## src/hw/rtl/dq_pkg.sv

```systemverilog
`timescale 1ns / 1ps
// ----------------------------------------------------------------------------
// dq_pkg
// Types and codes shared by the double-ended queue controller and datapath.
// ----------------------------------------------------------------------------
package dq_pkg;

  typedef enum logic [2:0] {
    CMD_PUSH_FRONT = 3'd0,
    CMD_PUSH_BACK  = 3'd1,
    CMD_POP_FRONT  = 3'd2,
    CMD_POP_BACK   = 3'd3,
    CMD_DUMP       = 3'd4
  } dq_cmd_e;

  typedef enum logic [1:0] {
    ST_OK    = 2'd0,
    ST_EMPTY = 2'd1,
    ST_FULL  = 2'd2
  } dq_status_e;

  typedef struct packed {
    logic [2:0]         cmd;
    logic signed [31:0] value_in;
  } dq_in_t;

  typedef struct packed {
    logic signed [31:0] value_out;
    logic [1:0]         status;
    logic               last;
  } dq_out_t;

  // Controller to datapath
  typedef struct packed {
    logic       wr_front;    // push at front: write slot, move front back
    logic       wr_back;     // push at back: write slot after tail
    logic       rd_front;    // pop front: read front slot, advance front
    logic       rd_back;     // pop back: read tail slot
    logic       dump_first;  // dump: read front slot
    logic       dump_next;   // dump: read following slot
    logic       load_rd;     // result register takes read data
    logic       load_imm;    // result register takes a status-only result
    dq_status_e imm_status;
  } dq_ctl_t;

  // Datapath to controller
  typedef struct packed {
    logic empty;
    logic full;
    logic out_last;
  } dq_stat_t;

endpackage

```

## src/hw/rtl/double_ended_queue.sv

```systemverilog
`timescale 1ns / 1ps
// ----------------------------------------------------------------------------
// double_ended_queue
// Bounded double-ended queue of signed 32-bit values in a circular buffer.
// ----------------------------------------------------------------------------
// Input channel (in_valid_i / in_stall_o / in_data_i) takes one item: a
// command and a value. Push front/back and pop front/back each give one
// result item; a dump gives one result per stored value, front to back,
// with last set on the final one. Pop or dump on an empty queue and push
// on a full one give a single status-only result. Unused commands give no
// result.
// Timing: a push result is valid the cycle after the item is taken; a pop
// or the first dump value passes through the registered read of the slot
// memory and then the result register; each further dump value is read
// the same way once the previous one is taken. One item is in work at a
// time: in_stall_o stays high until its last result is taken.
// Reset empties the queue at once; slot contents are not cleared.
// While out_stall_i is high the result holds and in_stall_o stays high.
// ----------------------------------------------------------------------------
module double_ended_queue #(
  parameter int DEPTH = 16
) (
  input  logic            clk_i,
  input  logic            rst_ni,
  input  logic            in_valid_i,
  output logic            in_stall_o,
  input  dq_pkg::dq_in_t  in_data_i,
  output logic            out_valid_o,
  input  logic            out_stall_i,
  output dq_pkg::dq_out_t out_data_o
);

  dq_pkg::dq_ctl_t  ctl;
  dq_pkg::dq_stat_t stat;

  dq_ctrl u_ctrl (
    .clk_i       (clk_i),
    .rst_ni      (rst_ni),
    .in_valid_i  (in_valid_i),
    .cmd_i       (in_data_i.cmd),
    .in_stall_o  (in_stall_o),
    .out_valid_o (out_valid_o),
    .out_stall_i (out_stall_i),
    .stat_i      (stat),
    .ctl_o       (ctl)
  );

  dq_datapath #(
    .DEPTH (DEPTH)
  ) u_datapath (
    .clk_i      (clk_i),
    .rst_ni     (rst_ni),
    .ctl_i      (ctl),
    .value_in_i (in_data_i.value_in),
    .stat_o     (stat),
    .out_data_o (out_data_o)
  );

endmodule

```

## src/hw/rtl/dq_datapath.sv

```systemverilog
`timescale 1ns / 1ps
// ----------------------------------------------------------------------------
// dq_datapath
// Circular slot memory, front index, element count, dump walk and the
// result register.
// ----------------------------------------------------------------------------
module dq_datapath #(
  parameter int DEPTH = 16
) (
  input  logic               clk_i,
  input  logic               rst_ni,
  input  dq_pkg::dq_ctl_t    ctl_i,
  input  logic signed [31:0] value_in_i,
  output dq_pkg::dq_stat_t   stat_o,
  output dq_pkg::dq_out_t    out_data_o
);

  localparam int IW = $clog2(DEPTH);
  localparam int CW = $clog2(DEPTH + 1);
  localparam int SW = CW + 1;

  logic [IW-1:0] front_q, front_d;
  logic [CW-1:0] count_q, count_d;
  logic [IW-1:0] dump_k_q, dump_k_d;
  logic          rd_last_q, rd_last_d;

  logic signed [31:0] mem [DEPTH];
  logic signed [31:0] rdata_q;

  logic signed [31:0] value_q;
  logic [1:0]         status_q;
  logic               last_q;

  logic [IW-1:0] front_prev, front_next, back_addr, tail_addr, dnext_addr;
  logic [IW-1:0] waddr, raddr;
  logic          we, re;

  // Sum is below twice DEPTH, so one conditional subtract wraps it.
  function automatic logic [IW-1:0] wrap_idx(input logic [SW-1:0] s);
    logic [SW-1:0] t;
    t = (s >= SW'(DEPTH)) ? s - SW'(DEPTH) : s;
    return t[IW-1:0];
  endfunction

  always_comb begin
    front_prev = (front_q == '0) ? IW'(DEPTH - 1) : front_q - IW'(1);
    front_next = wrap_idx(SW'(front_q) + SW'(1));
    back_addr  = wrap_idx(SW'(front_q) + SW'(count_q));
    tail_addr  = wrap_idx(SW'(front_q) + SW'(count_q) - SW'(1));
    dnext_addr = wrap_idx(SW'(front_q) + SW'(dump_k_q) + SW'(1));
  end

  assign we    = ctl_i.wr_front | ctl_i.wr_back;
  assign waddr = ctl_i.wr_front ? front_prev : back_addr;
  assign re    = ctl_i.rd_front | ctl_i.rd_back | ctl_i.dump_first | ctl_i.dump_next;

  always_comb begin
    raddr = front_q;
    if (ctl_i.rd_back) begin
      raddr = tail_addr;
    end else if (ctl_i.dump_next) begin
      raddr = dnext_addr;
    end
  end

  always_comb begin
    front_d   = front_q;
    count_d   = count_q;
    dump_k_d  = dump_k_q;
    rd_last_d = rd_last_q;
    if (ctl_i.wr_front) begin
      front_d = front_prev;
    end else if (ctl_i.rd_front) begin
      front_d = front_next;
    end
    if (we) begin
      count_d = count_q + CW'(1);
    end else if (ctl_i.rd_front || ctl_i.rd_back) begin
      count_d = count_q - CW'(1);
    end
    if (ctl_i.rd_front || ctl_i.rd_back) begin
      rd_last_d = 1'b1;
    end else if (ctl_i.dump_first) begin
      dump_k_d  = '0;
      rd_last_d = (count_q == CW'(1));
    end else if (ctl_i.dump_next) begin
      dump_k_d  = dump_k_q + IW'(1);
      rd_last_d = (SW'(dump_k_q) + SW'(2) == SW'(count_q));
    end
  end

  always_ff @(posedge clk_i or negedge rst_ni) begin
    if (!rst_ni) begin
      front_q   <= '0;
      count_q   <= '0;
      dump_k_q  <= '0;
      rd_last_q <= 1'b0;
    end else begin
      front_q   <= front_d;
      count_q   <= count_d;
      dump_k_q  <= dump_k_d;
      rd_last_q <= rd_last_d;
    end
  end

  always_ff @(posedge clk_i) begin
    if (we) begin
      mem[waddr] <= value_in_i;
    end
  end

  always_ff @(posedge clk_i) begin
    if (re) begin
      rdata_q <= mem[raddr];
    end
  end

  // Result register: payload only, validity lives in the controller
  always_ff @(posedge clk_i) begin
    if (ctl_i.load_imm) begin
      value_q  <= '0;
      status_q <= ctl_i.imm_status;
      last_q   <= 1'b1;
    end else if (ctl_i.load_rd) begin
      value_q  <= rdata_q;
      status_q <= dq_pkg::ST_OK;
      last_q   <= rd_last_q;
    end
  end

  assign stat_o.empty    = (count_q == '0);
  assign stat_o.full     = (count_q == CW'(DEPTH));
  assign stat_o.out_last = last_q;

  assign out_data_o.value_out = value_q;
  assign out_data_o.status    = status_q;
  assign out_data_o.last      = last_q;

`ifndef SYNTHESIS
  a_count_bound: assert property (@(posedge clk_i) disable iff (!rst_ni)
    count_q <= CW'(DEPTH))
    else $error("element count above capacity");

  a_front_bound: assert property (@(posedge clk_i) disable iff (!rst_ni)
    SW'(front_q) < SW'(DEPTH))
    else $error("front index out of range");

  a_no_push_full: assert property (@(posedge clk_i) disable iff (!rst_ni)
    (ctl_i.wr_front || ctl_i.wr_back) |-> !stat_o.full)
    else $error("push issued on a full queue");

  a_pop_count: assert property (@(posedge clk_i) disable iff (!rst_ni)
    (ctl_i.rd_front || ctl_i.rd_back) |=> count_q == $past(count_q) - CW'(1))
    else $error("pop did not reduce the count");
`endif

endmodule

```

## src/hw/rtl/dq_ctrl.sv

```systemverilog
`timescale 1ns / 1ps
// ----------------------------------------------------------------------------
// dq_ctrl
// Sequencer for the double-ended queue: decodes each item, drives the
// datapath and holds the result handshake.
// ----------------------------------------------------------------------------
module dq_ctrl (
  input  logic             clk_i,
  input  logic             rst_ni,
  input  logic             in_valid_i,
  input  logic [2:0]       cmd_i,
  output logic             in_stall_o,
  output logic             out_valid_o,
  input  logic             out_stall_i,
  input  dq_pkg::dq_stat_t stat_i,
  output dq_pkg::dq_ctl_t  ctl_o
);

  typedef enum logic [2:0] {
    S_IDLE = 3'b001,
    S_READ = 3'b010,
    S_OUT  = 3'b100
  } dq_state_e;

  dq_state_e state_q, state_d;

  always_comb begin
    state_d          = state_q;
    ctl_o            = '0;
    ctl_o.imm_status = dq_pkg::ST_OK;
    case (state_q)
      S_IDLE: begin
        if (in_valid_i) begin
          case (cmd_i)
            dq_pkg::CMD_PUSH_FRONT, dq_pkg::CMD_PUSH_BACK: begin
              ctl_o.load_imm   = 1'b1;
              state_d          = S_OUT;
              if (stat_i.full) begin
                ctl_o.imm_status = dq_pkg::ST_FULL;
              end else begin
                ctl_o.wr_front = (cmd_i == dq_pkg::CMD_PUSH_FRONT);
                ctl_o.wr_back  = (cmd_i == dq_pkg::CMD_PUSH_BACK);
              end
            end
            dq_pkg::CMD_POP_FRONT, dq_pkg::CMD_POP_BACK, dq_pkg::CMD_DUMP: begin
              if (stat_i.empty) begin
                ctl_o.load_imm   = 1'b1;
                ctl_o.imm_status = dq_pkg::ST_EMPTY;
                state_d          = S_OUT;
              end else begin
                ctl_o.rd_front   = (cmd_i == dq_pkg::CMD_POP_FRONT);
                ctl_o.rd_back    = (cmd_i == dq_pkg::CMD_POP_BACK);
                ctl_o.dump_first = (cmd_i == dq_pkg::CMD_DUMP);
                state_d          = S_READ;
              end
            end
            default: ; // unused codes are swallowed without a result
          endcase
        end
      end
      S_READ: begin
        ctl_o.load_rd = 1'b1;
        state_d       = S_OUT;
      end
      S_OUT: begin
        if (!out_stall_i) begin
          if (stat_i.out_last) begin
            state_d = S_IDLE;
          end else begin
            ctl_o.dump_next = 1'b1;
            state_d         = S_READ;
          end
        end
      end
      default: state_d = S_IDLE;
    endcase
  end

  always_ff @(posedge clk_i or negedge rst_ni) begin
    if (!rst_ni) begin
      state_q <= S_IDLE;
    end else begin
      state_q <= state_d;
    end
  end

  assign in_stall_o  = (state_q != S_IDLE);
  assign out_valid_o = (state_q == S_OUT);

`ifndef SYNTHESIS
  a_wr_only_idle: assert property (@(posedge clk_i) disable iff (!rst_ni)
    (ctl_o.wr_front || ctl_o.wr_back || ctl_o.rd_front || ctl_o.rd_back)
      |-> (state_q == S_IDLE))
    else $error("queue update outside idle");
`endif

endmodule

```

## config.mk

```make
export PLATFORM = sky130hd
export DESIGN_NAME = double_ended_queue
export DESIGN_NICKNAME = d
export VERILOG_FILES = /design/src/hw/rtl/dq_pkg.sv /design/src/hw/rtl/double_ended_queue.sv /design/src/hw/rtl/dq_datapath.sv /design/src/hw/rtl/dq_ctrl.sv
export SDC_FILE = /design/constraint.sdc
export NUM_CORES = 1
export LEC_CHECK = 0
export BUFFER_PORTS_ARGS = -buffer_cell sky130_fd_sc_hd__buf_2
export CORE_UTILIZATION = 35
export CTS_CLUSTER_DIAMETER = 60
export CTS_CLUSTER_SIZE = 25
export DETAILED_ROUTE_END_ITERATION = 10
export HOLD_SLACK_MARGIN = 0.12
export SYNTH_ARGS = -nofsm -noshare
export SYNTH_HDL_FRONTEND = slang
export SYNTH_SLANG_ARGS = --single-unit
export TNS_END_PERCENT = 5
```

## constraint.sdc

```tcl
create_clock -name clk_i -period 4.2 [get_ports clk_i]
set_input_delay 0.84 -clock clk_i [delete_from_list [all_inputs] [get_ports clk_i]]
set_output_delay 0.84 -clock clk_i [all_outputs]
set_load 0.02 [all_outputs]
```

Word-level counts from Yosys, hierarchy flattened

Memory sizes are Yosys's and may differ from the RTL's. A register that Yosys moved wholly into a read port is not among the register bits.
Index checks and enable logic that the tools add are counted.

Add/sub/neg operators: 14
$mul: 0
Div/mod/pow operators: 0
Magnitude comparators: 4
Eq/ne operators: 14
Shift-type cells: 0
Multiplexer cells: 42
Bitwise gates (word level): 5
Reduce and logical (&&, ||, !) cells: 13

Operator list:

| cell                                                                                 | count |
|---|---|
| 4-bit 2-to-1 mux                                                                     | 12 |
| 3-bit 2-to-1 mux                                                                     | 8 |
| 5-bit 2-to-1 mux                                                                     | 4 |
| 4-bit by 1-bit subtractor with 4-bit output (second input constant)                  | 5 |
| 6-bit by 5-bit greater-or-equal comparator with 1-bit output (second input constant) | 3 |
| 2-bit 2-to-1 mux                                                                     | 6 |
| 3-bit case mux with 2 select lines                                                   | 2 |
| 3-bit by 2-bit equality test with 1-bit output (second input constant)               | 3 |
| 1-bit 2-to-1 mux                                                                     | 9 |
| 3-bit case mux with 3 select lines                                                   | 1 |
| 2-bit nonzero test                                                                   | 4 |
| 4-bit by 5-bit adder with 6-bit output                                               | 1 |
| 5-bit by 1-bit adder with 6-bit output (second input constant)                       | 1 |
| 3-bit by 1-bit equality test with 1-bit output (second input constant)               | 2 |
| 3-bit equality test (second input constant)                                          | 2 |
| 6-bit by 5-bit equality test with 1-bit output                                       | 1 |
| 6-bit by 1-bit subtractor with 6-bit output (second input constant)                  | 1 |
| 4-bit by 1-bit adder with 5-bit output (second input constant)                       | 1 |
| 4-bit by 2-bit adder with 5-bit output (second input constant)                       | 1 |
| 4-bit by 4-bit adder with 5-bit output                                               | 1 |
| 5-bit by 1-bit adder with 5-bit output (second input constant)                       | 1 |
| 5-bit by 1-bit equality test with 1-bit output (second input constant)               | 1 |
| 5-bit equality test (second input constant)                                          | 1 |
| 5-bit greater-or-equal comparator (second input constant)                            | 1 |
| 16 further kinds                                                                     | 20 |

Register bits after elaboration: 52
Latch bits: 0
Memory bits (writable): 512
Memory bits (read-only): 0
Output and inout port bits: 37
Logic and storage cells: 101
Memories kept: 1

Memories:

| memory         | depth | bits a word | read ports | clocked after memory_dff | wr ports | RTL line          | text |
|---|---|---|---|---|---|---|---|
| u_datapath.mem | 16    | 32          | 1          | 1                        | 1        | dq_datapath.sv:27 | `logic signed [31:0] mem [DEPTH];` |

Logic depth before layout (Yosys ltp)

Gate-level depths: netlist of run 1.

Depth after elaboration: 8
Gate-level depth with buffers: 13
Mapped depth without buffers: 10

Modules after synthesis

A second synthesis of run 1 with hierarchy kept.

Cells, all modules: 1,735
Area total of the unflattened synthesis: 23,953.0 sq um

By module, submodules not included:

| module      | times used | cells an instance | area an instance (sq um) | sequential area each (sq um) |
|---|---|---|---|---|
| dq_datapath | 1          | 1,699             | 23,667.7                 | 17,406.7 |
| dq_ctrl     | 1          | 36                | 285.3                    | 76.3 |

Least setup slack after synthesis of run 1

No wires, ideal clock.

Path type: input to register
Start: input in_valid_i
End: memory u_datapath.mem[2][0] (enable)
Setup time: 0.421 ns
Data arrival time: 3.764 ns
Path slack: 0.015 ns
Cell stages on the path: 8
Path buffers: 1
Path through: nand4bb_1 buf_2 nor3_2 o31ai_1 nor2_1 mux2i_1 nand3_1 nor2_1

Word-level cells in the longest chain between the ends: 5
Elaborated cells on any way between the ends: 6

Ends and longest elaborated chain:

| what                                   | RTL line                 | text |
|---|---|---|
| from (decl)                            | double_ended_queue.sv:25 | `input logic in_valid_i,` |
| 5-bit 2-to-1 mux *                     | dq_ctrl.sv:33            | `if (in_valid_i) begin` |
| 5-bit 2-to-1 mux *                     | dq_ctrl.sv:31            | `case (state_q)` |
| 1-bit OR                               | dq_datapath.sv:53        | `assign we = ctl_i.wr_front \| ctl_i.wr_back;` |
| 1-bit 2-to-1 mux                       | dq_datapath.sv:107       | `if (we) begin` |
| 1-bit 2-to-1 mux (implied by the code) | dq_datapath.sv:108       | `mem[waddr] <= value_in_i;` |
| to (decl)                              | dq_datapath.sv:27        |  |

Every way passes the cells marked *; elsewhere a longest branch is shown, timed or not.

Worst setup path in the final report of run 1

Start: register u_datapath.front_q[1]
End: register u_datapath.rdata_q[27], read port of u_datapath.mem (data pin)

Word-level cells in the longest chain between the ends: 6
Elaborated cells on any way between the ends: 12

Ends and longest elaborated chain:

| what                                                                                                                               | RTL line          | text |
|---|---|---|
| from (decl)                                                                                                                        | dq_datapath.sv:22 | `logic [IW-1:0] front_q, front_d;` |
| from (signal assigned)                                                                                                             | dq_datapath.sv:99 | `front_q <= front_d;` |
| 4-bit by 4-bit adder with 5-bit output                                                                                             | dq_datapath.sv:50 | `dnext_addr = wrap_idx(SW'(front_q) + SW'(dump_k_q) + SW'(1));` |
| 5-bit by 1-bit adder with 6-bit output                                                                                             | dq_datapath.sv:50 |  |
| 6-bit by 5-bit greater-or-equal comparator with 1-bit output / 4-bit by 1-bit subtractor with 4-bit output (equally long branches) | dq_datapath.sv:41 | `t = (s >= SW'(DEPTH)) ? s - SW'(DEPTH) : s;` |
| 4-bit 2-to-1 mux                                                                                                                   | dq_datapath.sv:41 |  |
| 4-bit 2-to-1 mux                                                                                                                   | dq_datapath.sv:61 | `end else if (ctl_i.dump_next) begin` |
| 4-bit 2-to-1 mux *                                                                                                                 | dq_datapath.sv:59 | `if (ctl_i.rd_back) begin` |
| to (decl)                                                                                                                          | dq_datapath.sv:28 | `logic signed [31:0] rdata_q;` |

Marked as above.
A chain may end at the register's enable or synchronous reset.

==> flow_summary.yaml, run 1 <==
run_status:
  status: "complete, no violations"
layout:
  n_antenna_cell: 0
  fin_nets: 1674
  syn_to_final_growth_pct: 13.5
  drive_gt1_share_pct: 19.2
  utilization_pct: 40.3
  multiInputGateArea_um2: 6490
  seq_area_um2: 17500
  final_cells: 2579
  design_area_um2: 27700
  fillers: 6268
floorplanning:
  num_rows: 96
  core-area_um2: 68700
  start_util_pct: 35.5
  io_pins: 76
  dieHeight_um: 266
  die-area_um2: 70700
  die_w_um: 266
worst_setup_path:
  crit_arrival_ns: 4.22
  rr_endpoint: "u_datapath.rdata_q[27]"
  path_class: "reg -> reg"
  cp.depth: 10
  critical-path-top-delay-family: "XOR/XNOR gates"
  startpoint: "u_datapath.front_q[1]"
  path_cells: "inv_1 -> fa_1 -> xor2_1 -> and3_1 -> xnor3_1 -> a32oi_2 -> xnor2_4 -> buf_4 -> o2111ai_1 -> nand4_1"
  crit_slowest_cell: "dfrtp_1"
  max_stage_delay_ns: 0.54
  reg2reg_from: "u_datapath.front_q[1]"
  endpoint: "u_datapath.rdata_q[27]"
  required_ns: 4.66
  start_kind: "register"
  ff2ff_setup_slack_ns: 0.44
  path_max_fanout: 23
  cp-end-kind: "register"
  crit_buf_inv: 2
  r2r_cells: 10
timing:
  finalWorstSetupSlack_ns: 0.442
  worst_slew_margin_rel_pct: 38.5
  hold_viol: 0
  final-max-slew-violation-count: 0
  finalSetupViolCount: 0
  tns_ns: 0
  worst_slew_pin_slew_ns: 0.923
  hold_ws_ns: 0.179
  fin_crit_ns: 3.76
  rsz0062_at_grt: "false"
  finalCritPeriodShare_pct: 89.5
  max_freq_ghz: 0.266
  finClkSkew_ns: 0.0233
detailed_routing:
  wl_per_cell_um: 22.7
  routed_wl_um: 58500
  drt_iter0_drc: 1057
  viasPerCell: 5.25
  drc: 0
  antenna_left: 0
  vias: 13527
  dr.pass1.iters: 5
power:
  power.density_nw_per_um2: 628
  ir_worst_vdd_uv: 398
  finalPower_mw: 17.4
  p_leak_nw: 9.39
synthesis:
  synth.most_common_cell: "edfxtp_1"
  syn_area_um2: 24400
  syn-mean-instance-area_um2: 15.9
  synth_edf_count: 546
  synth_top_cell_by_area: "edfxtp_1"
  synth_common_cells: "edfxtp_1 (546), nand2_1 (210), mux2i_1 (132)"
  syn_nets: 1592
  synth_seq_cells: 596
  synth_area_leaders: "edfxtp_1 (67%), mux2i_1 (5.4%), o2111ai_1 (4.6%)"
  synth.top_cell.area_share_pct: 67.2
  yosys_warnings: 0
  ys_seq_area_share_pct: 71.7
  synth.distinct_cells: 59
  synth-main-ff-cell: "edfxtp_1"
  postSynth.asyncResetShare_pct: 2.85
  netlist_instances: 1535
clock_tree:
  tritoncts: "done"
  hold_buffers: 0
  cts_setup_buffers: 0
  cts.sinks: 596
  h-tree-depth: 2
  insertion_delay_ns: 0.60
  root_buffer: "clkbuf_16"
  cts.clk_slew.worst_paths_ns: 0.09
  numCtsBuffers: 40
  cts.path.max_buffers: 3
  cts_resized: 0
min_path:
  hold_path.class: "in -> async"
global_route:
  antenna_found_initial: 3
  grt_pass1_wl_um: 86000
  grt-ovfl-total: 0
  grt_max_degree: 89
  grt_use_total_pct: 16.4
  grt_pass1_vias: 13306
placed_design:
  io_buffers: 75
  gp_congestion: 0.766
  dpl_cell_area_um2: 26300
  place_ws_ns: 0.487
  dp_hpwl_um: 33100
  place_inst: 2506
run:
  cap_violations: 0
-- cells by family after synthesis --
group / after synthesis / synth area share [%]
buf+inv: 113 / 2.41
simple gates: 314 / 5.68
xor+xnor: 21 / 0.872
mux: 262 / 11.7
fa+ha+maj: 18 / 0.985
flops: 596 / 71.7
compound gates: 211 / 6.62
-- layout by cell type, fill, tap and decap left out, drive strengths merged, types with 3 or more instances in the layout --
master	count
mux2	130
mux2i	132
xor2	12
dfxtp	33
nor2	34
clkinv	9
xnor2	8
or2	3
nand3	4
dfrtp	16
edfxtp	546
o2111ai	128
nor3	7
o21ai	13
nand3b	3
ha	16
inv	27
o31ai	6
buf	143
clkbuf	45
nand2	210
nand2b	4
nand4	32
a21oi	46
or3	4
-- where the power goes --
group / switching, mW / internal [mW] / total, mW
Clock: 2.23 / 1.99 / 4.21
Sequential: 0.278 / 7.06 / 7.33
Combinational: 3.64 / 2.18 / 5.82
Total: 6.14 / 11.2 / 17.4
-- per-layer routing --
metal	GRT usage, %	up-vias	part of all wire (%)
met5	0	-	0.039
met4	4.92	4	2.2
met3	2.56	86	5.3
met2	26.8	390	48
met1	22.5	6894	45
li1	-	6153	-
-- final cells by class --
type                    instances  share of cell area, %
clock buffers                  45                   3.88
repair buffers                143                   3.97
multi-input cells             826                   23.5
flip-flops and latches        596                   63.2
well taps                     931                   4.21
clock inverters                28                   1.15
inverters                      10                  0.136
-- worst min-delay path by stage --
stage / depth (start not counted) / startpoint / end / slack (ns)
global route: 1 / rst_ni / u_ctrl.state_q[2] / 0.19
detailed placement: 2 / u_datapath.value_q[10] / u_datapath.value_q[10] / 0.45
global placement: 2 / u_datapath.value_q[31] / u_datapath.value_q[31] / 0.44
finish: 1 / rst_ni / u_ctrl.state_q[2] / 0.18
CTS: 1 / rst_ni / u_ctrl.state_q[2] / 0.15
floorplan: 1 / u_datapath.rd_last_q / u_datapath.last_q / 0.45
-- state kept, by name (all words and copies together) (netlist names), 2 cells and up --
name / count
u_datapath.mem: 512
u_ctrl.state_q: 3
u_datapath.front_q: 4
u_datapath.value_q: 32
u_datapath.status_q: 2
u_datapath.dump_k_q: 4
u_datapath.rdata_q: 32
u_datapath.count_q: 5
-- worst register-to-register path, delay by kind of cell (launching register included) --
kind                       cells  cell delay [ns]
xor gates and xnor gates       3             0.91
AOI/OAI and AO/OA              2             0.68
adders and majority gates      1             0.45
buffers and inverters          2             0.71
DFF                            1             0.54
and+or+nand+nor                2             0.35
(Power assumes the default switching activity.)
==> run 2, diff against run 1 <==
- BUFFER_PORTS_ARGS: -buffer_cell sky130_fd_sc_hd__buf_2 -> -buffer_cell sky130_fd_sc_hd__clkbuf_2
==> flow_summary.yaml, run 2 (synthesized netlist as in run 1, its figures left out) <==
worst_setup_path:
  crit_arrival_ns: 4.04
  critical-path-top-delay-family: "simple AND/OR/NAND/NOR gates"
  crit_top_cell: "buf_12"
  cp-end-kind: "register"
  max_stage_delay_ns: 0.48
  path_max_fanout: 32
  start_kind: "register"
  crit_buf_inv: 3
  path_cells: "inv_1 -> ha_1 -> nor4b_4 -> or3_1 -> a31o_4 -> buf_12 -> buf_12 -> mux2_1 -> o2111ai_1 -> nand4_1"
  path_class: "reg -> reg"
  required_ns: 4.53
  crit_slowest_cell: "a31o_4"
run:
  cap_violations: 0
global_route:
  antenna_found_initial: 6
  grt_pass1_wl_um: 87600
  grt-ovfl-total: 0
  grt_use_total_pct: 16.6
  grt_pass1_vias: 13535
  grt_max_degree: 76
run_status:
  status: "complete, no violations"
detailed_routing:
  wl_per_cell_um: 22.6
  viasPerCell: 5.20
  top_layer_used: "met5"
  wl_met2_um: 27500
  wl_met3_um: 3120
  antenna_left: 0
  drt_iter0_drc: 1015
  vias: 13447
  drc: 0
  wl_met1_um: 26400
  routed_wl_um: 58400
  dr.pass1.iters: 5
power:
  p_leak_nw: 9.48
  ir_worst_vdd_uv: 362
  finalPower_mw: 17.6
  power.density_nw_per_um2: 631
timing:
  worst_slew_pin_slew_ns: 1.24
  finClkSkew_ns: 0.0279
  hold_viol: 0
  rsz0062_at_grt: "false"
  worst_slew_margin_rel_pct: 16.7
  fin_crit_ns: 3.71
  max_freq_ghz: 0.270
  finalSetupViolCount: 0
  final-max-slew-violation-count: 0
  finalCritPeriodShare_pct: 88.2
  tns_ns: 0
clock_tree:
  h-tree-depth: 2
  cts_resized: 0
  numCtsBuffers: 42
  cts.path.max_buffers: 3
  root_buffer: "clkbuf_16"
  cts.clk_slew.worst_paths_ns: 0.08
  tritoncts: "done"
  insertion_delay_ns: 0.60
  cts_setup_buffers: 0
  cts.sinks: 596
  hold_buffers: 0
floorplanning:
  dieHeight_um: 266
  die_w_um: 266
  num_rows: 96
  io_pins: 76
  die-area_um2: 70700
  start_util_pct: 35.5
  core-area_um2: 68700
layout:
  syn_to_final_growth_pct: 14.5
  layout_commonest_cell: "edfxtp_1"
  reg.largest.list: "u_datapath.mem: 512 flops, u_datapath.rdata_q: 32 flops, u_datapath.value_q: 32 flops"
  final_cell_mix: "edfxtp_1 (546), nand2_1 (208), mux2i_1 (132), o2111ai_1 (128), clkbuf_2 (75)"
  fin_nets: 1678
  final_cells: 2588
  regMostFlops: "u_datapath.mem"
  drive_gt1_share_pct: 19.3
  largest_reg_flops: 512
  design_area_um2: 27900
  fillers: 6250
placed_design:
  dpl_cell_area_um2: 26500
  dp_hpwl_um: 33500
  gp_congestion: 0.821
  place_inst: 2508
  io_buffers: 75
min_path:
  hold_path.class: "in -> async"
run 2: changes by cell type in the layout (fill, tap and decap cells not counted), moves of 2 or more:
cell / delta
buf_12: +13
buf_2: -75
buf_4: -11
clkbuf_1: +2
clkbuf_16: +3
clkbuf_2: +75
clkinv_1: +3
diode_2: +2
inv_12: -3
run 2: layout make-up:
type	instances	area (µm²)	area share [%]
sequential	596	17500	62.6
multi-input combinational	826	6490	23.3
timing repair buffer	145	1280	4.57
tap	931	1160	4.17
clock buffer	49	1140	4.09
clock inverter	29	324	1.16
inverter	10	37.5	0.134
antenna	2	5.00	0.0179
run 2: through the flow:
step / hold WS (ns) / util (%) / setup slack [ns]
finish: 0.222 / 40.6 / 0.494
global route: 0.236 / 40.6 / 0.275
CTS: 0.209 / 40.6 / 0.520
detailed placement: 0.448 / 38.5 / 0.492
global placement: 0.447 / 38.5 / 0.559
floorplan: 0.454 / - / 0.0152
run 2: worst paths after layout:
check                                       from               endpoint  slack [ns]  depth (start not counted)
max in group asynchronous                 rst_ni      u_ctrl.state_q[0]        3.61                          1
min in group clk_i         u_datapath.value_q[3]  u_datapath.value_q[3]        0.46                          2
hold / removal                            rst_ni  u_datapath.front_q[3]        0.22                          1
hold reg to reg            u_datapath.value_q[3]  u_datapath.value_q[3]        0.46                          2
setup / recovery           u_datapath.count_q[1]  u_datapath.rdata_q[0]        0.49                         10
setup reg to reg           u_datapath.count_q[1]  u_datapath.rdata_q[0]        0.49                         10
run 2: layer usage:
metal | vias up | global-route usage (%)
li1 | 6166 | -
met1 | 6890 | 22.9
met2 | 309 | 26.6
met3 | 76 | 3.12
met4 | 6 | 5.11
met5 | - | 0
run 2: report_power, final:
part | switching [mW] | total [mW] | internal (mW)
Combinational | 3.59 | 5.89 | 2.29
Clock | 2.21 | 4.35 | 2.13
Sequential | 0.316 | 7.37 | 7.06
Total | 6.13 | 17.6 | 11.5
==> run 3, diff against run 2 <==
- RECOVER_POWER: unset -> 50
==> flow_summary.yaml, run 3 (synthesized netlist as in run 1, its figures left out) <==
run_status:
  status: "complete, but fails checks"
  violations: "max-capacitance violations, max-slew violations"
floorplanning:
  dieHeight_um: 266
  start_util_pct: 35.5
  die-area_um2: 70700
  io_pins: 76
  num_rows: 96
  die_w_um: 266
  core-area_um2: 68700
layout:
  reg.largest.list: "u_datapath.mem: 512 flops, u_datapath.rdata_q: 32 flops, u_datapath.value_q: 32 flops"
  design_area_um2: 27800
  drive_gt1_share_pct: 14.6
  syn_to_final_growth_pct: 14.1
  largest_reg_flops: 512
  utilization_pct: 40.5
  final_cell_mix: "edfxtp_1 (546), nand2_1 (209), mux2i_1 (132), o2111ai_1 (128), clkbuf_1 (76)"
  regMostFlops: "u_datapath.mem"
  final_cells: 2588
  fin_nets: 1678
  layout_commonest_cell: "edfxtp_1"
clock_tree:
  h-tree-depth: 2
  cts_setup_buffers: 0
  insertion_delay_ns: 0.60
  cts.clk_slew.worst_paths_ns: 0.07
  tritoncts: "done"
  numCtsBuffers: 42
  hold_buffers: 0
  cts.path.max_buffers: 3
  cts_resized: 0
  cts.sinks: 596
  root_buffer: "clkbuf_16"
detailed_routing:
  viasPerCell: 5.18
  antenna_left: 0
  drt_iter0_drc: 1068
  routed_wl_um: 58500
  vias: 13413
  dr.pass1.iters: 5
  wl_per_cell_um: 22.6
  drc: 0
placed_design:
  dpl_cell_area_um2: 26500
  io_buffers: 75
  dp_hpwl_um: 33500
  place_inst: 2508
  gp_congestion: 0.821
timing:
  max_freq_ghz: 0.273
  tns_ns: 0
  worst_slew_pin_slew_ns: 1.79
  finClkSkew_ns: 0.0290
  final-max-slew-violation-count: 52
  finalSetupViolCount: 0
  worst_slew_margin_rel_pct: -19.4
  finalCritPeriodShare_pct: 87.3
  rsz0062_at_grt: "false"
  hold_viol: 0
  fin_crit_ns: 3.67
worst_setup_path:
  path_max_fanout: 17
  required_ns: 4.73
  cp-end-kind: "register"
  start_kind: "register"
  crit_arrival_ns: 4.19
  crit_slowest_cell: "or2_0"
  max_stage_delay_ns: 1.36
  path_cells: "inv_1 -> ha_1 -> nor4b_4 -> nor3b_1 -> or2_0 -> buf_4 -> a211o_1"
  path_class: "reg -> reg"
power:
  p_leak_nw: 9.24
  ir_worst_vdd_uv: 362
  power.density_nw_per_um2: 632
  finalPower_mw: 17.6
global_route:
  antenna_found_initial: 6
  grt-ovfl-total: 0
  grt_pass1_wl_um: 87600
  grt_pass1_vias: 13535
  grt_max_degree: 76
  grt_use_total_pct: 16.6
min_path:
  hold_path.class: "in -> async"
run:
  cap_violations: 2
run 3: changes by cell type in the layout (fill, tap and decap cells not counted), moves of 2 or more:
cell / change
nor3_2: -2
nor3_1: +2
clkbuf_1: +72
clkbuf_2: -69
buf_4: -3
run 3: layout make-up:
cell class	count	area [µm²]
Clock inverter	29	324
Tap cell	931	1160
Sequential cell	596	17500
Multi-Input combinational cell	826	6480
Fill cell	6278	40900
Inverter	10	37.5
Timing Repair Buffer	145	1180
Clock buffer	49	1140
Antenna cell	2	5.00
run 3: worst max-delay path, delay by kind of cell, from the launching register on:
| family | cells | cell delay [ns] |
|---|---|---|
| simple gates | 3 | 2.23 |
| buf+inv | 2 | 0.59 |
| flops | 1 | 0.46 |
| fa+ha+maj | 1 | 0.20 |
| compound gates | 1 | 0.12 |
run 3: report_power, final:
part | switching (mW) | total, mW | internal [mW] | leakage, nW
clock | 2.22 | 4.35 | 2.13 | 0.711
combinational | 3.60 | 5.85 | 2.24 | 3.14
sequential | 0.314 | 7.37 | 7.06 | 5.39
run 3: through the flow:
stage / setup WS, ns / hold slack [ns]
floorplan: 0.0152 / 0.454
global placement: 0.559 / 0.447
detailed placement: 0.492 / 0.448
CTS: 0.520 / 0.209
global route: 0.179 / 0.481
finish: 0.533 / 0.448
run 3: per-layer routing:
layer  track usage (%)  wire length, µm  vias up
li1                  -                -     6164
met1              22.9            26400     6856
met2              26.6            27600      313
met3              3.12             3130       74
met4              5.11             1300        6
met5                 0               35        -
run 3: final timing paths:
check                           depth (start not counted)                  start                     end  slack [ns]
min in group clk_i                                      2  u_datapath.value_q[2]   u_datapath.value_q[2]        0.46
worst min register to register                          2  u_datapath.value_q[2]   u_datapath.value_q[2]        0.46
max in group asynchronous                               1                 rst_ni  u_datapath.dump_k_q[2]        3.09
worst max register to register                          7  u_datapath.count_q[1]       u_datapath.last_q        0.53
worst min-delay path                                    1                 rst_ni   u_datapath.front_q[3]        0.45
worst max-delay path                                    7  u_datapath.count_q[1]       u_datapath.last_q        0.53
